$ cat config.mk
export PLATFORM = sky130hd
export DESIGN_NAME = pwm_fade_ramp_flat
export DESIGN_NICKNAME = d
export VERILOG_FILES = /design/src/rtl/core/pfr_pkg.sv /design/src/rtl/core/pfr_if.sv /design/src/rtl/core/pfr_datapath.sv /design/src/rtl/core/pfr_ctrl.sv /design/src/rtl/core/pwm_fade_ramp.sv /design/src/flat_wrapper.sv
export VERILOG_INCLUDE_DIRS = /design/src /design/src/rtl/core
export SDC_FILE = /design/constraint.sdc
export NUM_CORES = 2
export LEC_CHECK = 0
export BUFFER_PORTS_ARGS = -buffer_cell sky130_fd_sc_hd__buf_2
export CAP_MARGIN = 20
export CORE_MARGIN = 5
export CORE_UTILIZATION = 30
export CTS_BUF_LIST = sky130_fd_sc_hd__clkbuf_16
export DETAILED_ROUTE_END_ITERATION = 10
export PLACE_DENSITY_LB_ADDON = 0.25
export SLEW_MARGIN = 20
export SYNTH_ARGS = -nofsm -noshare
export SYNTH_HDL_FRONTEND = slang
export SYNTH_SLANG_ARGS = --single-unit
$ cat constraint.sdc
create_clock -name clk -period 13.7 [get_ports clk]
set_clock_uncertainty 0.2 [all_clocks]
set_input_delay 2.74 -clock clk [delete_from_list [all_inputs] [get_ports clk]]
set_output_delay 2.74 -clock clk [all_outputs]
set_load 0.01 [all_outputs]
$ cat src/rtl/core/pwm_fade_ramp_assert.svh
// ----------------------------------------------------------------------------
// pwm_fade_ramp assertion macros
// Short forms for clocked assertions that are disabled while reset is low.
// They expect signals named clk and arst_n in the scope where they are used.
// ----------------------------------------------------------------------------
`ifndef PWM_FADE_RAMP_ASSERT_SVH
`define PWM_FADE_RAMP_ASSERT_SVH

// Same-cycle implication: when cond holds, expr holds at the same edge.
`define PFR_ASSERT_IMP(lbl, cond, expr, msg) \
	lbl: assert property (@(posedge clk) disable iff (!arst_n) (cond) |-> (expr)) \
		else $error(msg);

// Next-cycle implication: when cond holds, expr holds at the following edge.
`define PFR_ASSERT_NXT(lbl, cond, expr, msg) \
	lbl: assert property (@(posedge clk) disable iff (!arst_n) (cond) |=> (expr)) \
		else $error(msg);

`endif

$ cat src/rtl/core/pfr_pkg.sv
// ----------------------------------------------------------------------------
// pfr_pkg
// Shared widths, types, register indexes and controller command structs for
// the PWM fade ramp.
// ----------------------------------------------------------------------------
package pfr_pkg;

	// Ramp timer period in milliseconds.
	localparam int TICK_MS = 10;
	// 1.0 in Q.16.
	localparam int ONE_Q16 = 65536;

	localparam int LEVEL_W    = 17;
	localparam int STEP_W     = 28;
	localparam int DUR_W      = 24;
	localparam int ADJ_W      = 19;
	localparam int LIM_W      = 18;
	localparam int DUTY_W     = 8;
	localparam int CFG_IDX_W  = 2;
	localparam int CFG_DATA_W = 19;

	// Largest dividend is the full-scale difference times the tick period.
	localparam int DIVIDEND_W = $clog2(ONE_Q16 * TICK_MS + 1);
	localparam int DIV_STEPS  = DIVIDEND_W;
	localparam int CNT_W      = (DIV_STEPS > 1) ? $clog2(DIV_STEPS) : 1;

	// Product path: the positive level*gain product fits in P_W bits and is
	// split into two halves for the limit multiply.
	localparam int MUL_W   = 21;
	localparam int P_W     = 38;
	localparam int P_LO_W  = 19;
	localparam int P_HI_W  = P_W - P_LO_W;
	localparam int PART_W  = 38;
	localparam int PROD_W  = 58;
	localparam int PC_W    = 49;
	localparam int ROUND_W = 57;

	typedef logic        [LEVEL_W-1:0]    level_t;
	typedef logic signed [LEVEL_W:0]      diff_t;
	typedef logic signed [STEP_W-1:0]     step_t;
	typedef logic signed [STEP_W:0]       sum_t;
	typedef logic        [DUR_W-1:0]      dur_t;
	typedef logic        [DUR_W:0]        trial_t;
	typedef logic        [DIVIDEND_W-1:0] dividend_t;
	typedef logic signed [ADJ_W-1:0]      adj_t;
	typedef logic        [LIM_W-1:0]      lim_t;
	typedef logic signed [ADJ_W:0]        gain_t;
	typedef logic signed [MUL_W-1:0]      mul_op_t;
	typedef logic signed [2*MUL_W-1:0]    mul_res_t;
	typedef logic        [PART_W-1:0]     part_t;
	typedef logic        [PROD_W-1:0]     prod_t;
	typedef logic        [PC_W-1:0]       pc_t;
	typedef logic        [ROUND_W-1:0]    round_t;
	typedef logic        [DUTY_W-1:0]     duty_t;
	typedef logic        [CFG_IDX_W-1:0]  cfg_idx_t;
	typedef logic        [CFG_DATA_W-1:0] cfg_data_t;
	typedef logic        [CNT_W-1:0]      cnt_t;

	localparam prod_t  ONE_Q48    = prod_t'(1) << 48;
	localparam round_t ROUND_HALF = round_t'(1) << 47;

	typedef enum logic [CFG_IDX_W-1:0] {
		REG_POWER_ADJUST = 2'd0,
		REG_POWER_LIMIT  = 2'd1
	} reg_idx_t;

	typedef enum logic [1:0] {
		MUL_GAIN,
		MUL_LO,
		MUL_HI
	} mul_sel_t;

	typedef struct packed {
		logic     accept;
		logic     div_step;
		logic     div_wb;
		logic     mul_en;
		mul_sel_t mul_sel;
		logic     sum_en;
		logic     out_load;
	} ctrl_cmd_t;

	typedef struct packed {
		logic req_is_run;
	} ctrl_sts_t;

endpackage

$ cat src/rtl/core/pfr_if.sv
// ----------------------------------------------------------------------------
// pfr_if
// Valid/ready channels of the PWM fade ramp: request items in, duty items out.
// ----------------------------------------------------------------------------
interface pfr_req_if;
	logic                  valid;
	logic                  ready;
	logic                  mode;
	pfr_pkg::level_t       target_level;
	pfr_pkg::dur_t         duration_ms;
	logic                  tick_elapsed;

	modport source (output valid, output mode, output target_level,
		output duration_ms, output tick_elapsed, input ready);
	modport sink (input valid, input mode, input target_level,
		input duration_ms, input tick_elapsed, output ready);
endinterface

interface pfr_rsp_if;
	logic                  valid;
	logic                  ready;
	pfr_pkg::duty_t        duty;
	logic                  ramping;

	modport source (output valid, output duty, output ramping, input ready);
	modport sink (input valid, input duty, input ramping, output ready);
endinterface

$ cat src/rtl/core/pfr_datapath.sv
// ----------------------------------------------------------------------------
// pfr_datapath
// Ramp state, configuration registers, serial step divider, shared duty
// multiplier and the output register.
// ----------------------------------------------------------------------------
module pfr_datapath (
	input  logic                 clk,
	input  logic                 arst_n,
	input  pfr_pkg::ctrl_cmd_t   cmd,
	output pfr_pkg::ctrl_sts_t   sts,
	input  logic                 mode,
	input  pfr_pkg::level_t      target_level,
	input  pfr_pkg::dur_t        duration_ms,
	input  logic                 tick_elapsed,
	input  logic                 cfg_we,
	input  pfr_pkg::cfg_idx_t    cfg_index,
	input  pfr_pkg::cfg_data_t   cfg_wdata,
	output pfr_pkg::duty_t       duty,
	output logic                 ramping
);

	pfr_pkg::level_t     level_q;
	pfr_pkg::level_t     target_q;
	pfr_pkg::step_t      step_q;
	pfr_pkg::adj_t       adj_q;
	pfr_pkg::lim_t       lim_q;

	pfr_pkg::diff_t      diff_q;
	pfr_pkg::dur_t       dur_q;
	pfr_pkg::dur_t       rem_q;
	pfr_pkg::dividend_t  quo_q;

	pfr_pkg::mul_res_t   p_q;
	logic                p_pos_q;
	pfr_pkg::part_t      lo_q;
	pfr_pkg::part_t      hi_q;
	pfr_pkg::pc_t        pc_q;
	pfr_pkg::duty_t      duty_q;
	logic                ramping_q;

	pfr_pkg::level_t     tgt_sat;
	pfr_pkg::diff_t      diff;
	pfr_pkg::level_t     diff_mag;
	pfr_pkg::dividend_t  dividend;
	pfr_pkg::sum_t       sum;
	logic                hit;
	pfr_pkg::trial_t     trial;
	logic                ge;
	pfr_pkg::dur_t       rem_next;
	pfr_pkg::step_t      quo_step;
	pfr_pkg::step_t      step_wb;
	pfr_pkg::gain_t      gain;
	pfr_pkg::mul_op_t    mul_a;
	pfr_pkg::mul_op_t    mul_b;
	pfr_pkg::mul_res_t   mul_p;
	pfr_pkg::prod_t      prod;
	pfr_pkg::round_t     rnd;

	assign sts.req_is_run = mode;

	// Command item: saturate target, form |diff| * TICK_MS for the divider.
	always_comb begin
		tgt_sat  = (target_level > pfr_pkg::level_t'(pfr_pkg::ONE_Q16)) ?
			pfr_pkg::level_t'(pfr_pkg::ONE_Q16) : target_level;
		diff     = pfr_pkg::diff_t'(tgt_sat) - pfr_pkg::diff_t'(level_q);
		diff_mag = pfr_pkg::level_t'(diff[pfr_pkg::LEVEL_W] ? -diff : diff);
		dividend = pfr_pkg::dividend_t'(32'(diff_mag) * 32'(pfr_pkg::TICK_MS));
	end

	// Run item: advance the level and detect reaching or passing the target.
	always_comb begin
		sum = pfr_pkg::sum_t'(level_q);
		if (tick_elapsed) begin
			sum = sum + pfr_pkg::sum_t'(step_q);
		end
		hit = (!step_q[pfr_pkg::STEP_W-1] && sum >= pfr_pkg::sum_t'(target_q)) ||
			(step_q[pfr_pkg::STEP_W-1] && sum <= pfr_pkg::sum_t'(target_q));
	end

	// One restoring division step per cycle; quo_q shifts the dividend out
	// and the quotient in.
	always_comb begin
		trial    = {rem_q, quo_q[pfr_pkg::DIVIDEND_W-1]};
		ge       = trial >= {1'b0, dur_q};
		rem_next = ge ? pfr_pkg::dur_t'(trial - {1'b0, dur_q}) : pfr_pkg::dur_t'(trial);
	end

	// Truncated quotient with the sign of the difference; a zero quotient on
	// a nonzero difference becomes one LSB so the ramp always finishes.
	always_comb begin
		quo_step = pfr_pkg::step_t'(quo_q);
		if (dur_q == '0) begin
			step_wb = pfr_pkg::step_t'(diff_q);
		end else if (quo_step == '0 && diff_q != '0) begin
			step_wb = diff_q[pfr_pkg::LEVEL_W] ? -pfr_pkg::step_t'(1) : pfr_pkg::step_t'(1);
		end else begin
			step_wb = diff_q[pfr_pkg::LEVEL_W] ? -quo_step : quo_step;
		end
	end

	// Shared multiplier operands.
	always_comb begin
		gain = pfr_pkg::gain_t'(adj_q) + pfr_pkg::gain_t'(pfr_pkg::ONE_Q16);
		case (cmd.mul_sel)
			pfr_pkg::MUL_GAIN: begin
				mul_a = pfr_pkg::mul_op_t'(level_q);
				mul_b = pfr_pkg::mul_op_t'(gain);
			end
			pfr_pkg::MUL_LO: begin
				mul_a = pfr_pkg::mul_op_t'(p_q[pfr_pkg::P_LO_W-1:0]);
				mul_b = pfr_pkg::mul_op_t'(lim_q);
			end
			pfr_pkg::MUL_HI: begin
				mul_a = pfr_pkg::mul_op_t'(p_q[pfr_pkg::P_W-1:pfr_pkg::P_LO_W]);
				mul_b = pfr_pkg::mul_op_t'(lim_q);
			end
			default: begin
				mul_a = '0;
				mul_b = '0;
			end
		endcase
		mul_p = mul_a * mul_b;
	end

	always_comb begin
		prod = (pfr_pkg::prod_t'(hi_q) << pfr_pkg::P_LO_W) + pfr_pkg::prod_t'(lo_q);
		rnd  = (pfr_pkg::round_t'(pc_q) << 8) - pfr_pkg::round_t'(pc_q) + pfr_pkg::ROUND_HALF;
	end

	// Architectural state and configuration.
	always_ff @(posedge clk or negedge arst_n) begin
		if (!arst_n) begin
			level_q  <= '0;
			target_q <= '0;
			step_q   <= '0;
			adj_q    <= '0;
			lim_q    <= pfr_pkg::lim_t'(pfr_pkg::ONE_Q16);
		end else begin
			if (cfg_we && cfg_index == pfr_pkg::REG_POWER_ADJUST) begin
				adj_q <= pfr_pkg::adj_t'(cfg_wdata);
			end else if (cfg_we && cfg_index == pfr_pkg::REG_POWER_LIMIT) begin
				lim_q <= pfr_pkg::lim_t'(cfg_wdata);
			end
			if (cmd.accept && !mode) begin
				target_q <= tgt_sat;
			end
			if (cmd.accept && mode && step_q != '0) begin
				if (hit) begin
					level_q <= target_q;
					step_q  <= '0;
				end else begin
					level_q <= pfr_pkg::level_t'(sum);
				end
			end
			if (cmd.div_wb) begin
				step_q <= step_wb;
			end
		end
	end

	// Working registers, no reset needed.
	always_ff @(posedge clk) begin
		if (cmd.accept && !mode) begin
			diff_q <= diff;
			dur_q  <= duration_ms;
			rem_q  <= '0;
			quo_q  <= dividend;
		end
		if (cmd.div_step) begin
			rem_q <= rem_next;
			quo_q <= {quo_q[pfr_pkg::DIVIDEND_W-2:0], ge};
		end
		if (cmd.mul_en && cmd.mul_sel == pfr_pkg::MUL_GAIN) begin
			p_q     <= mul_p;
			p_pos_q <= !mul_p[2*pfr_pkg::MUL_W-1] && mul_p != '0;
		end
		if (cmd.mul_en && cmd.mul_sel == pfr_pkg::MUL_LO) begin
			lo_q <= pfr_pkg::part_t'(mul_p);
		end
		if (cmd.mul_en && cmd.mul_sel == pfr_pkg::MUL_HI) begin
			hi_q <= pfr_pkg::part_t'(mul_p);
		end
		if (cmd.sum_en) begin
			if (!p_pos_q) begin
				pc_q <= '0;
			end else if (prod > pfr_pkg::ONE_Q48) begin
				pc_q <= pfr_pkg::pc_t'(pfr_pkg::ONE_Q48);
			end else begin
				pc_q <= pfr_pkg::pc_t'(prod);
			end
		end
		if (cmd.out_load) begin
			duty_q    <= rnd[55:48];
			ramping_q <= step_q != '0;
		end
	end

	assign duty    = duty_q;
	assign ramping = ramping_q;

endmodule

$ cat src/rtl/core/pfr_ctrl.sv
// ----------------------------------------------------------------------------
// pfr_ctrl
// Sequencer for the PWM fade ramp: accepts items, runs the divider and the
// multiply chain, and owns the output valid flag.
// ----------------------------------------------------------------------------
`include "pwm_fade_ramp_assert.svh"

module pfr_ctrl (
	input  logic                 clk,
	input  logic                 arst_n,
	input  logic                 req_valid,
	output logic                 req_ready,
	output logic                 rsp_valid,
	input  logic                 rsp_ready,
	input  pfr_pkg::ctrl_sts_t   sts,
	output pfr_pkg::ctrl_cmd_t   cmd
);

	typedef enum logic [2:0] {
		S_IDLE,
		S_DIV,
		S_DWB,
		S_MUL1,
		S_MUL2,
		S_MUL3,
		S_SUM,
		S_FIN
	} state_t;

	state_t        state_q;
	pfr_pkg::cnt_t cnt_q;
	logic          out_valid_q;

	always_comb begin
		cmd          = '0;
		cmd.mul_sel  = pfr_pkg::MUL_GAIN;
		cmd.accept   = (state_q == S_IDLE) && req_valid;
		cmd.div_step = state_q == S_DIV;
		cmd.div_wb   = state_q == S_DWB;
		cmd.sum_en   = state_q == S_SUM;
		cmd.out_load = (state_q == S_FIN) && (!out_valid_q || rsp_ready);
		case (state_q)
			S_MUL1: begin
				cmd.mul_en  = 1'b1;
				cmd.mul_sel = pfr_pkg::MUL_GAIN;
			end
			S_MUL2: begin
				cmd.mul_en  = 1'b1;
				cmd.mul_sel = pfr_pkg::MUL_LO;
			end
			S_MUL3: begin
				cmd.mul_en  = 1'b1;
				cmd.mul_sel = pfr_pkg::MUL_HI;
			end
			default: begin
				cmd.mul_en = 1'b0;
			end
		endcase
	end

	always_ff @(posedge clk or negedge arst_n) begin
		if (!arst_n) begin
			state_q     <= S_IDLE;
			cnt_q       <= '0;
			out_valid_q <= 1'b0;
		end else begin
			// A new result loads the output register; otherwise a taken
			// result empties it.
			if (state_q == S_FIN && (!out_valid_q || rsp_ready)) begin
				out_valid_q <= 1'b1;
			end else if (out_valid_q && rsp_ready) begin
				out_valid_q <= 1'b0;
			end
			case (state_q)
				S_IDLE: begin
					if (req_valid) begin
						cnt_q   <= '0;
						state_q <= sts.req_is_run ? S_MUL1 : S_DIV;
					end
				end
				S_DIV: begin
					cnt_q <= cnt_q + 1'b1;
					if (cnt_q == pfr_pkg::cnt_t'(pfr_pkg::DIV_STEPS - 1)) begin
						state_q <= S_DWB;
					end
				end
				S_DWB:  state_q <= S_IDLE;
				S_MUL1: state_q <= S_MUL2;
				S_MUL2: state_q <= S_MUL3;
				S_MUL3: state_q <= S_SUM;
				S_SUM:  state_q <= S_FIN;
				S_FIN: begin
					if (!out_valid_q || rsp_ready) begin
						state_q <= S_IDLE;
					end
				end
				default: state_q <= S_IDLE;
			endcase
		end
	end

	assign req_ready = state_q == S_IDLE;
	assign rsp_valid = out_valid_q;

	`PFR_ASSERT_IMP(a_load_free, cmd.out_load, !out_valid_q || rsp_ready, "result overwritten")
	`PFR_ASSERT_NXT(a_cmd_div, cmd.accept && !sts.req_is_run, state_q == S_DIV, "no divide")
	`PFR_ASSERT_NXT(a_run_mul, cmd.accept && sts.req_is_run, state_q == S_MUL1, "no multiply")
	`PFR_ASSERT_IMP(a_cnt_range, state_q == S_DIV,
		cnt_q <= pfr_pkg::cnt_t'(pfr_pkg::DIV_STEPS - 1), "divide count overrun")

endmodule

$ cat src/rtl/core/pwm_fade_ramp.sv
// ----------------------------------------------------------------------------
// pwm_fade_ramp
// Linear fade ramp for one PWM channel with gain correction and limit.
// ----------------------------------------------------------------------------
// How to use this block:
// Items arrive on the req channel and are taken when valid and ready are both
// high. A command item (mode 0) loads a new target and duration and produces
// no result. A run item (mode 1) advances the level by one step when
// tick_elapsed is set and then produces one item on the rsp channel holding
// the duty byte and the ramping flag.
// Only one item is in flight at a time. A command item keeps the block busy
// while it is taken, while the serial step divider forms the quotient bit
// by bit (20 bits here), and while the step is stored. A run item is taken,
// then passes three times through the shared multiplier, one clamp stage and
// one rounding stage that loads the output register, valid in the cycle after.
// The result sits in an output register, so the next item is taken while a
// previous result still waits. If the receiver stalls that long, the block
// holds the new run result in its last stage until the output frees up.
// Configuration writes (cfg_we, cfg_index, cfg_wdata) are taken at any edge
// with cfg_we high; index 0 is the gain correction, index 1 the limit.
// Reset clears level, target and step, sets the limit to 1.0 and the gain
// correction to zero, and leaves the output empty.
module pwm_fade_ramp (
	input  logic                 clk,
	input  logic                 arst_n,
	pfr_req_if.sink              req,
	pfr_rsp_if.source            rsp,
	input  logic                 cfg_we,
	input  pfr_pkg::cfg_idx_t    cfg_index,
	input  pfr_pkg::cfg_data_t   cfg_wdata
);

	pfr_pkg::ctrl_cmd_t cmd;
	pfr_pkg::ctrl_sts_t sts;

	// Sequencer: handshakes, divide count and multiply order.
	pfr_ctrl u_ctrl (
		.clk       (clk),
		.arst_n    (arst_n),
		.req_valid (req.valid),
		.req_ready (req.ready),
		.rsp_valid (rsp.valid),
		.rsp_ready (rsp.ready),
		.sts       (sts),
		.cmd       (cmd)
	);

	// Datapath: ramp state, divider, multiplier and output register.
	pfr_datapath u_datapath (
		.clk          (clk),
		.arst_n       (arst_n),
		.cmd          (cmd),
		.sts          (sts),
		.mode         (req.mode),
		.target_level (req.target_level),
		.duration_ms  (req.duration_ms),
		.tick_elapsed (req.tick_elapsed),
		.cfg_we       (cfg_we),
		.cfg_index    (cfg_index),
		.cfg_wdata    (cfg_wdata),
		.duty         (rsp.duty),
		.ramping      (rsp.ramping)
	);

endmodule

$ cat src/flat_wrapper.sv
// flat-port wrapper written by rule: the top's interface ports become plain ports
module pwm_fade_ramp_flat 
  (clk, arst_n, cfg_we, cfg_index, cfg_wdata, req_valid, req_mode, req_target_level, req_duration_ms, req_tick_elapsed, req_ready, rsp_valid, rsp_duty, rsp_ramping, rsp_ready);
  pfr_req_if req_i ();
  pfr_rsp_if rsp_i ();
  input  logic clk;
  input  logic arst_n;
  input  logic cfg_we;
  input  pfr_pkg::cfg_idx_t cfg_index;
  input  pfr_pkg::cfg_data_t cfg_wdata;
  input wire logic [$bits(req_i.valid)-1:0] req_valid;
  input wire logic [$bits(req_i.mode)-1:0] req_mode;
  input wire logic [$bits(req_i.target_level)-1:0] req_target_level;
  input wire logic [$bits(req_i.duration_ms)-1:0] req_duration_ms;
  input wire logic [$bits(req_i.tick_elapsed)-1:0] req_tick_elapsed;
  output wire logic [$bits(req_i.ready)-1:0] req_ready;
  output wire logic [$bits(rsp_i.valid)-1:0] rsp_valid;
  output wire logic [$bits(rsp_i.duty)-1:0] rsp_duty;
  output wire logic [$bits(rsp_i.ramping)-1:0] rsp_ramping;
  input wire logic [$bits(rsp_i.ready)-1:0] rsp_ready;
  assign req_i.valid = req_valid;
  assign req_i.mode = req_mode;
  assign req_i.target_level = req_target_level;
  assign req_i.duration_ms = req_duration_ms;
  assign req_i.tick_elapsed = req_tick_elapsed;
  assign req_ready = req_i.ready;
  assign rsp_valid = rsp_i.valid;
  assign rsp_duty = rsp_i.duty;
  assign rsp_ramping = rsp_i.ramping;
  assign rsp_i.ready = rsp_ready;
  pwm_fade_ramp u_core (.clk(clk), .arst_n(arst_n), .req(req_i), .rsp(rsp_i), .cfg_we(cfg_we), .cfg_index(cfg_index), .cfg_wdata(cfg_wdata));
endmodule
==> flow_metrics.py <==
metrics = {
    "status": {
        "outcome": "finished clean",
    },
    "cts": {
        "clockBufferDepth": 3,
        "clockRootBuffer": "clkbuf_16",
        "h-tree-depth": 2,
        "cts_tree": "built",
        "cts_buffers": 44,
        "clkTransAtPathRegs_ns": 0.06,
        "ctsHoldBuffers": 0,
        "cts_resized": 0,
        "clk_latency_ns": 0.62,
        "cts_setup_buffers": 0,
        "numClockSinks": 367,
    },
    "setup_path": {
        "cp_max_fo": 36,
        "critical_path_required_ns": 13.83,
        "end_kind": "flop",
        "start_kind": "flop",
        "worstPathArrival_ns": 11.63,
        "crit_slowest_cell": "nor2_1",
        "slowest_delay_ns": 0.83,
        "path_class": "flop to flop",
        "critPathMostFrequentCell": "inv_1",
    },
    "run": {
        "max_cap_violations": 0,
    },
    "die": {
        "die_h_um": 373.7,
        "dieArea_um2": 139600,
        "initial_core_util_pct": 30.18,
        "die_w_um": 373.7,
        "core_area_um2": 131500,
        "num_rows": 133,
        "io_pins": 80,
    },
    "grt": {
        "gr-usage-met2_pct": 26.79,
        "grt_usage_pct": 16.45,
        "grt_pass1_wl_um": 181800,
        "antenna_found_initial": 0,
        "grt_max_degree": 65,
        "met1_usage_pct": 23.33,
        "gr-total-overflow": 0,
        "grt_pass1_vias": 30625,
        "grt_use_met3_pct": 2.475,
        "grt.busiest_layer": "met2",
    },
    "cells_and_area": {
        "layout_commonest_cell": "inv_1",
        "diodes": 0,
        "syn_to_final_growth_pct": 10.28,
        "final_cell_area_um2": 43760,
        "nets": 5113,
        "final_cell_mix": "inv_1, fa_1, nand2_1",
        "layout-drive-gt1-share_pct": 7.601,
        "fillers": 13777,
    },
    "timing": {
        "fin_ws_ns": 2.200,
        "fmax_mhz": 86.95,
        "period_needed_ns": 11.50,
        "hold_viol_final": 0,
        "relSlewSlack_pct": 18.11,
        "setup_viol": 0,
        "worstMarginPinSlew_ns": 1.215,
        "rsz0062_at_grt": "false",
        "tns_ns": 0,
        "finalCritPeriodShare_pct": 83.95,
        "finalMaxSlewViolations": 0,
    },
    "synth": {
        "synth_edf_count": 259,
        "synthFlopType": "edfxtp_1",
        "syn_area_um2": 39680,
        "synth_area_leader_cell": "fa_1",
        "ys_async_sr_fraction_pct": 29.43,
        "yosysSeqAreaShare_pct": 26.42,
        "postSynthCellCount": 4223,
        "synth_top_cell_area_share_pct": 22.05,
        "ys_ff_latch": 367,
        "syn_nets": 5057,
        "yosysWarnings": 0,
        "yosysUniqueCellTypes": 90,
        "synth.area.top_cells": "fa_1, edfxtp_1, ha_1",
        "syn_area_per_cell_um2": 9.396,
    },
    "placement": {
        "io_buffers": 79,
        "gp_congestion": 0.8982,
        "dpl_cell_area_um2": 42310,
        "pre_cts_slack_ns": 2.133,
        "hpwl_um": 93980,
    },
    "routing": {
        "wl_per_cell_um": 19.15,
        "ant_nets": 0,
        "vias_per_cell": 4.956,
        "drc": 0,
        "wl_um": 116200,
        "drtIter0Drc": 2222,
        "drt-pass1-iter-count": 6,
        "num_vias": 30081,
    },
    "worst_hold_path": {
        "hold_path.class": "flop to flop",
    },
}
layout make-up:
| type | instances | area, um^2 | share of cell area [%] |
|---|---|---|---|
| tap | 1755 | 2196 | 5.018 |
| sequential | 367 | 10480 | 23.95 |
| inverter | 728 | 2733 | 6.245 |
| multi-input combinational | 2990 | 25990 | 59.39 |
| clock inverter | 37 | 290.3 | 0.6634 |
| clock buffer | 45 | 1126 | 2.574 |
| timing repair buffer | 148 | 943.4 | 2.156 |
Yosys cell counts (46+ instances only):
| cell | count |
|---|---|
| a211oi_1 | 89 |
| a21o_1 | 68 |
| a21oi_1 | 137 |
| and2_1 | 50 |
| clkbuf_1 | 126 |
| dfrtp_1 | 107 |
| edfxtp_1 | 259 |
| fa_1 | 437 |
| ha_1 | 328 |
| inv_1 | 727 |
| nand2_1 | 414 |
| nand3_1 | 66 |
| nor2_1 | 375 |
| nor3_1 | 70 |
| o21a_1 | 51 |
| o21ai_0 | 144 |
| xnor2_1 | 97 |
| xor2_1 | 46 |
worst max-delay path: cells and delay by family, from the launching register on:
kind	cells	cell delay [ns]
AOI/OAI and AO/OA	4	1.04
and+or+nand+nor	10	3.14
DFF	1	0.60
buffers and inverters	9	1.80
adders and majority gates	9	4.42
registers in the layout (all words and copies together), names as in the netlist, 18 cells and up:
signal                    count
u_core.u_datapath.pc_q       49
u_core.u_datapath.hi_q       38
u_core.u_datapath.lo_q       38
u_core.u_datapath.p_q        38
u_core.u_datapath.step_q     28
u_core.u_datapath.dur_q      24
u_core.u_datapath.rem_q      24
u_core.u_datapath.quo_q      20
u_core.u_datapath.adj_q      19
u_core.u_datapath.diff_q     18
u_core.u_datapath.lim_q      18
final timing paths:
kind	startpoint	to	slack, ns	depth (start not counted)
max	u_core.u_ctrl.state_q[1]	u_core.u_datapath.p_pos_q	2.20	32
min	u_core.u_datapath.lim_q[15]	u_core.u_datapath.lim_q[15]	0.30	1
max reg2reg	u_core.u_ctrl.state_q[1]	u_core.u_datapath.p_pos_q	2.20	32
min reg2reg	u_core.u_datapath.lim_q[15]	u_core.u_datapath.lim_q[15]	0.30	1
max in group asynchronous	arst_n	u_core.u_datapath.step_q[15]	10.01	2
min in group asynchronous	arst_n	u_core.u_datapath.lim_q[8]	1.99	1
per-layer routing:
layer	vias up	routed length [um]
met2	743	53360
li1	14370	-
met1	14831	53920
met4	0	2591
met5	-	0
met3	137	6343
cell families after synthesis:
logic type / synth area share [%]
AND/OR/NAND/NOR: 14.64
buffers and inverters: 8.230
XOR/XNOR: 3.157
flip-flops: 26.42
adder cells (fa/ha/maj): 32.39
multiplexers: 2.160
AO/OA/AOI/OAI: 13.00
stage by stage:
stage	util (%)	cells	hold WS (ns)
floorplan	-	4223	0.2794
global placement	32.16	5984	0.2887
detailed placement	32.19	5986	0.2941
CTS	33.26	6068	0.3072
global route	33.28	6070	0.3236
finish	33.28	6070	0.3018
Power is left out: the tool's default activity adds up to more than one toggle a clock period on the data nets, which glitch-free logic cannot reach.
